File: src/hw/rtl/fsic_pkg.sv
`default_nettype none
package fsic_pkg;

  // Field and datapath widths
  localparam int unsigned VALUE_BITS    = 32;
  localparam int unsigned POS_FRAC_BITS = 14;
  localparam int unsigned CHANNEL_BITS  = 8;
  localparam int unsigned POS_BITS      = POS_FRAC_BITS + 2;
  // shape values stay within +/-32 in Q(F)
  localparam int unsigned SHAPE_BITS    = POS_FRAC_BITS + 6;
  localparam int unsigned ACC_BITS      = 64;
  localparam int unsigned COLOR_BITS    = 3 * CHANNEL_BITS;
  localparam int unsigned NUM_BITS      = VALUE_BITS + CHANNEL_BITS + 1;
  localparam int unsigned CFG_BITS      = (VALUE_BITS > COLOR_BITS) ? VALUE_BITS : COLOR_BITS;
  localparam int unsigned NODES         = 9;

  typedef logic [2:0] kind_t;
  typedef logic signed [SHAPE_BITS-1:0] shape_t;

  // Element kinds
  localparam kind_t KIND_TRI3  = 3'd0;
  localparam kind_t KIND_TRI6  = 3'd1;
  localparam kind_t KIND_QUAD4 = 3'd2;
  localparam kind_t KIND_QUAD8 = 3'd3;
  localparam kind_t KIND_QUAD9 = 3'd4;

  // Register indexes
  localparam logic [2:0] REG_MAX_VALUE      = 3'd0;
  localparam logic [2:0] REG_MIN_VALUE      = 3'd1;
  localparam logic [2:0] REG_COLOR_POSITIVE = 3'd2;
  localparam logic [2:0] REG_COLOR_NEGATIVE = 3'd3;
  localparam logic [2:0] REG_COLOR_NEUTRAL  = 3'd4;

  typedef struct packed {
    logic [2:0]                   element_kind;
    logic signed [POS_BITS-1:0]   pos_x;
    logic signed [POS_BITS-1:0]   pos_y;
    logic signed [VALUE_BITS-1:0] node_value_1;
    logic signed [VALUE_BITS-1:0] node_value_2;
    logic signed [VALUE_BITS-1:0] node_value_3;
    logic signed [VALUE_BITS-1:0] node_value_4;
    logic signed [VALUE_BITS-1:0] node_value_5;
    logic signed [VALUE_BITS-1:0] node_value_6;
    logic signed [VALUE_BITS-1:0] node_value_7;
    logic signed [VALUE_BITS-1:0] node_value_8;
    logic signed [VALUE_BITS-1:0] node_value_9;
  } fe_in_t;

  typedef struct packed {
    logic [CHANNEL_BITS-1:0] red;
    logic [CHANNEL_BITS-1:0] green;
    logic [CHANNEL_BITS-1:0] blue;
  } fe_out_t;

endpackage
`default_nettype wire

File: src/hw/rtl/fsic_div.sv
`default_nettype none
module fsic_div (
  input  logic                                clk_i,
  input  logic                                rst_ni,
  input  logic                                valid_i,
  input  logic [fsic_pkg::NUM_BITS-1:0]       num_i,
  input  logic [fsic_pkg::VALUE_BITS-1:0]     den_i,
  output logic                                valid_o,
  output logic [fsic_pkg::CHANNEL_BITS-1:0]   quo_o
);
  import fsic_pkg::*;

  logic                    vld_q [CHANNEL_BITS];
  logic [NUM_BITS-1:0]     rem_q [CHANNEL_BITS];
  logic [VALUE_BITS-1:0]   den_q [CHANNEL_BITS];
  logic [CHANNEL_BITS-1:0] quo_q [CHANNEL_BITS];

  // One restoring step per stage, quotient MSB first
  for (genvar s = 0; s < CHANNEL_BITS; s++) begin : g_stage
    localparam int unsigned Shift = CHANNEL_BITS - 1 - s;
    logic                    vld_in;
    logic [NUM_BITS-1:0]     rem_in, sub;
    logic [VALUE_BITS-1:0]   den_in;
    logic [CHANNEL_BITS-1:0] quo_in;
    logic                    take;

    if (s == 0) begin : g_first
      assign vld_in = valid_i;
      assign rem_in = num_i;
      assign den_in = den_i;
      assign quo_in = '0;
    end else begin : g_next
      assign vld_in = vld_q[s-1];
      assign rem_in = rem_q[s-1];
      assign den_in = den_q[s-1];
      assign quo_in = quo_q[s-1];
    end

    assign sub  = NUM_BITS'(den_in) << Shift;
    assign take = (rem_in >= sub);

    always_ff @(posedge clk_i or negedge rst_ni) begin
      if (!rst_ni) begin
        vld_q[s] <= 1'b0;
      end else begin
        vld_q[s] <= vld_in;
      end
    end

    always_ff @(posedge clk_i) begin
      rem_q[s] <= take ? (rem_in - sub) : rem_in;
      den_q[s] <= den_in;
      quo_q[s] <= {quo_in[CHANNEL_BITS-2:0], take};
    end
  end

  assign valid_o = vld_q[CHANNEL_BITS-1];
  assign quo_o   = quo_q[CHANNEL_BITS-1];

`ifndef SYNTHESIS
  a_den_nonzero: assert property (@(posedge clk_i) disable iff (!rst_ni)
    valid_i |-> (den_i != '0))
    else $error("divider fed a zero divisor");

  a_quo_fits: assert property (@(posedge clk_i) disable iff (!rst_ni)
    valid_i |-> (num_i < (NUM_BITS'(den_i) << CHANNEL_BITS)))
    else $error("quotient overflows the channel width");

  a_first_bit: assert property (@(posedge clk_i) disable iff (!rst_ni)
    valid_i |=> (quo_q[0][0] == (rem_q[0] != $past(num_i))))
    else $error("first divider step inconsistent");
`endif

endmodule
`default_nettype wire
File: config.mk
export PLATFORM = sky130hd
export DESIGN_NAME = fsic_div
export DESIGN_NICKNAME = d
export VERILOG_FILES = /design/src/hw/rtl/fsic_pkg.sv /design/src/hw/rtl/fsic_div.sv
export SDC_FILE = /design/constraint.sdc
export NUM_CORES = 1
export LEC_CHECK = 0
export BUFFER_PORTS_ARGS = -buffer_cell sky130_fd_sc_hd__clkbuf_2
export CORE_AREA = 8 8 314 316
export DETAILED_ROUTE_END_ITERATION = 6
export DIE_AREA = 0 0 322 324
export PLACE_DENSITY = 0.5
export SYNTH_ARGS = -nofsm -noshare
export SYNTH_HDL_FRONTEND = slang
export SYNTH_SLANG_ARGS = --single-unit
File: constraint.sdc
create_clock -name clk_i -period 3.9 [get_ports clk_i]
set_input_delay 0.39 -clock clk_i [delete_from_list [all_inputs] [get_ports clk_i]]
set_output_delay 0.39 -clock clk_i [all_outputs]
set_load 0.05 [all_outputs]
Word-level counts from Yosys, hierarchy flattened
Memory sizes are Yosys's and may differ from the RTL's. Cells that the tools add are included. W data, S select, Z words.

Mux-type cells: 8. $add $sub $neg: 8. $lt $le $gt $ge: 8.

Operators by type and width (count): $mux W41 (8); $ge A41 B32 Y1 (1); $ge A41 B33 Y1 (1); $ge A41 B34 Y1 (1); $ge A41 B35 Y1 (1); $ge A41 B36 Y1 (1); $ge A41 B37 Y1 (1); $ge A41 B38 Y1 (1); $ge A41 B39 Y1 (1); $sub A41 B32 Y41 (1); $sub A41 B33 Y41 (1); $sub A41 B34 Y41 (1); $sub A41 B35 Y41 (1); $sub A41 B36 Y41 (1); $sub A41 B37 Y41 (1); $sub A41 B38 Y41 (1); $sub A41 B39 Y41 (1).

Bits in registers: 8. Memories: 3. Output and inout port bits: 9. Logic and storage cells: 35. Bits in writable memories: 648. Input bits: 76.

Memory list: rem_q (words 8, width 41, rd ports 7, clocked after Yosys merged registers in 0, write ports 8, line fsic_div.sv:14) `logic [NUM_BITS-1:0] rem_q [CHANNEL_BITS];`; den_q (words 8, width 32, rd ports 7, clocked after Yosys merged registers in 0, write ports 8, line fsic_div.sv:15) `logic [VALUE_BITS-1:0] den_q [CHANNEL_BITS];`; quo_q (words 8, width 8, rd ports 8, clocked after Yosys merged registers in 0, write ports 8, line fsic_div.sv:16) `logic [CHANNEL_BITS-1:0] quo_q [CHANNEL_BITS];`.

Depth between registers and ports, before layout
An unclocked memory read counts as a cell.

Word-level depth: 3. Depth in mapped cells: 15. Gate-level depth less buffers: 14.

Worst setup path after synthesis
Ideal clock, no wire load.

Kind: register -> register. Start point: mem rem_q[3][3] (netlist name). End point: mem rem_q[4][39] (netlist name). Setup time: 0.119 ns. Path buffers: 0. Setup slack: 0.684 ns. Arrival: 3.098 ns. Clock period less this slack: 3.216 ns. Stages on the path, launching flop included: 14. Data required time: 3.781 ns. Cells stage by stage: dfxtp_1 > inv_1 > ha_1 > fa_1 > and2b_1 > o31a_2 > o2111ai_2 > a21boi_2 > nand3_1 > o31ai_1 > a31o_2 > a21bo_1 > or4_4 > xnor2_2.

RTL lines (line): start, declared (fsic_div.sv:14).

==> results.md <==
* Leading area contributor after synthesis: dfxtp_1
* Crit. Startpoint: den_q[4][30]$_DFF_P_
* DRC at 0
* Standard-cell row count at 113
* Reg2reg setup slack at 0.17 ns
* Setup crit end: rem_q[5][25]$_DFF_P_
* Pin count of the biggest net entering global routing at 56
* Clock sink total at 555
* Total core area at 0.0939 mm²
* Reg2reg end: rem_q[5][25]$_DFF_P_
* Layout Area Growth over Synthesis at 17.2%
* Fin Clk Skew at 0.0233 ns
* Via Count at 21.0k
* Power per cell area at 798 mW/mm²
* Fillers at 9751
* GRT Util Overall at 12.7%
* DR iter-0 viols at 873
* Post-DRT Antenna Nets at 0
* Final weighted congestion in routability-driven placement at 0.887
* Fin crit period at 3.73 ns
* Ant diodes at 0
* Worst min path class: primary input to flip-flop
* Worst skew pair latency at 0.62 ns
* P_leak at 14.7 nW
* Die area at 0.104 mm²
* Final WS setup at 0.171 ns
* Vias per cell at 4.56
* Worst endpoint required time at 4.40 ns
* Unrepaired setup endpoints after global routing: false
* Status: completed
* Max-slew headroom at 50.3%
* Initial antenna violation count at 0
* CP Max Fanout at 26
* CTS tree: done
* Top cells by area, synth: dfxtp_1, ha_1, a21oi_1, inv_1, xnor2_1
* Kind of critical path: flip-flop to flip-flop
* Top FF cell, synth: dfxtp_1
* VDD IR-drop max at 0.421 mV
* Final wirelength at 67.4 mm
* Distinct cells, synth at 98
* Max Cap Violations at 0
* Slew Limit Fails at 0
* Final Util at 34.6%
* Nets at 3629
* Async S/R FF share, synth at 1.44%
* DP Wirelength at 54.1 mm
* Inserted Clock Buffers at 59
* Post-synth top cells: dfxtp_1, inv_1, a21oi_1
* Fin crit share at 95.6%
* Post-Syn Instances at 3120
* Critical register-to-register path startpoint: den_q[4][30]$_DFF_P_
* Setup TNS Final at 0 ns
* Hold Slack at 0.0455 ns
* Initial Util at 29.5%
* Clk slew on worst S/H paths at 0.06 ns
* # Post-CTS Setup Buffers at 0
* IO Pins at 85
* PortBufs at 84
* Share of layout cells above drive strength 1 at 9.39%
* Post-Syn Area at 0.0277 mm²
* Wire length per cell at 14.7 µm
* # setup viols final at 0
* Syn avg cell area at 8.89 µm²
* Startpoint class of the critical path: flip-flop
* Worst R2R Path Depth at 10
* Max Buffers Root-to-Sink at 3
* Post-synth net total at 3459
* First-pass GRT wire length at 110 mm
* Post-synthesis sequential area ratio at 40.2%
* CTS root buffer: clkbuf_16
* #FFs+latches synth at 555
* Remaining Overflow, GRT at 0
* Count leader, synth: dfxtp_1
* Syn. warnings at 0
* Worst endpoint data arrival time at 4.23 ns
* Setup WS pre-CTS at -0.268 ns
* Die Ht at 324 µm
* Critical path capture point type: flip-flop
* EDFF count, synth at 0
* Fin. Hold Viols at 0
* FMAX at 0.268 GHz
* First drt pass iteration count at 5
* Number of global-route vias before repair at 21.1k
* Post-synth top area share at 39.5%
* Slew @ Worst Pin at 0.743 ns
* DIE WIDTH at 322 µm
* Htree depth at 2
[timing repair]
item	4_1_cts	5_1_grt
gates resized for setup	2	4
endpoints found under the hold margin	80	0
endpoints found under the setup margin	3	7
hold buffers	73	0
[cell usage in the layout, fill, tap and decap left out, types with 73 or more instances in the layout]
master	synthesis	routed
ha_1	256	256
a21o_1	119	119
nor2_1	207	207
inv_1	307	307
o21ai_0	203	203
dfxtp_1	547	547
xnor2_1	130	130
clkbuf_2	1	84
dlygate4sd3_1	0	73
xor2_1	93	93
a21oi_1	301	301
nand2_1	243	243
[worst min-delay path by stage]
stage	startpoint	end	slack [ns]	depth (start not counted)
4_1_cts	num_i[39]	rem_q[0][39]$_DFF_P_	0.001	2
3_3_place_gp	rst_ni	g_stage[2].vld_in$_DFF_PN0_	0.24	1
2_1_floorplan	rst_ni	g_stage[1].vld_in$_DFF_PN0_	0.09	0
3_5_place_dp	rst_ni	g_stage[1].vld_in$_DFF_PN0_	0.24	1
6_report	num_i[39]	rem_q[0][39]$_DFF_P_	0.05	2
5_1_grt	num_i[39]	rem_q[0][39]$_DFF_P_	0.02	2
[per-stage QoR]
stage,instance area [µm²],cells,total power [mW]
2_1_floorplan,27700,3120,17.3
3_3_place_gp,29700,4421,20.2
3_5_place_dp,29700,4421,20.1
4_1_cts,32500,4599,26.1
5_1_grt,32500,4599,28.0
6_report,32500,4599,25.9
[metal layers]
layer  global-route usage, %  part of all wire [%]  up-vias
met3                    1.71                   3.1      114
met1                    17.3                    50     9335
met2                    20.4                    43      332
met5                       0                     0        -
met4                    4.87                   3.7        0
li1                        -                     -    11200
[critical path, stage by stage, from the launching register on]
cell and delay, ns:
dfxtp_1 0.33, inv_1 0.05, ha_1 0.56, nand4_1 0.16
or4b_2 0.70, nor4_4 0.41, nand4_1 0.13, o211ai_1 0.27
a21oi_4 0.19, or4b_2 0.67, o211a_1 0.14
[flip-flops by register name, indices dropped and copies added (netlist names)]
name	flops
den_q	224
valid_o	1
g_stage.vld_in	7
rem_q	287
quo_q	36
[cell type report]
cell class | count | area (µm²) | area share (%)
clock buffers | 74 | 1590 | 4.90
clock inverters | 31 | 434 | 1.34
inverters | 308 | 1160 | 3.56
multi-input cells | 2176 | 15100 | 46.5
flip-flops and latches | 555 | 11200 | 34.3
well taps | 1265 | 1580 | 4.87
repair buffers | 190 | 1470 | 4.51
[power by group]
group          internal, mW  total, mW  switching, mW
sequential             7.31       8.38           1.07
clock                  3.48       5.78           2.29
combinational          5.31       11.8           6.45
total                  16.1       25.9           9.81
[kinds of logic after synthesis]
kind of cell | Yosys count | share of synthesized area (%)
AOI/OAI and AO/OA | 872 | 19.8
xor gates and xnor gates | 224 | 7.10
adders and majority gates | 263 | 12.1
buffers and inverters | 389 | 5.49
DFF | 555 | 40.2
muxes | 54 | 2.18
and+or+nand+nor | 763 | 13.2
No activity file was read; power rests on OpenSTA's default activity.
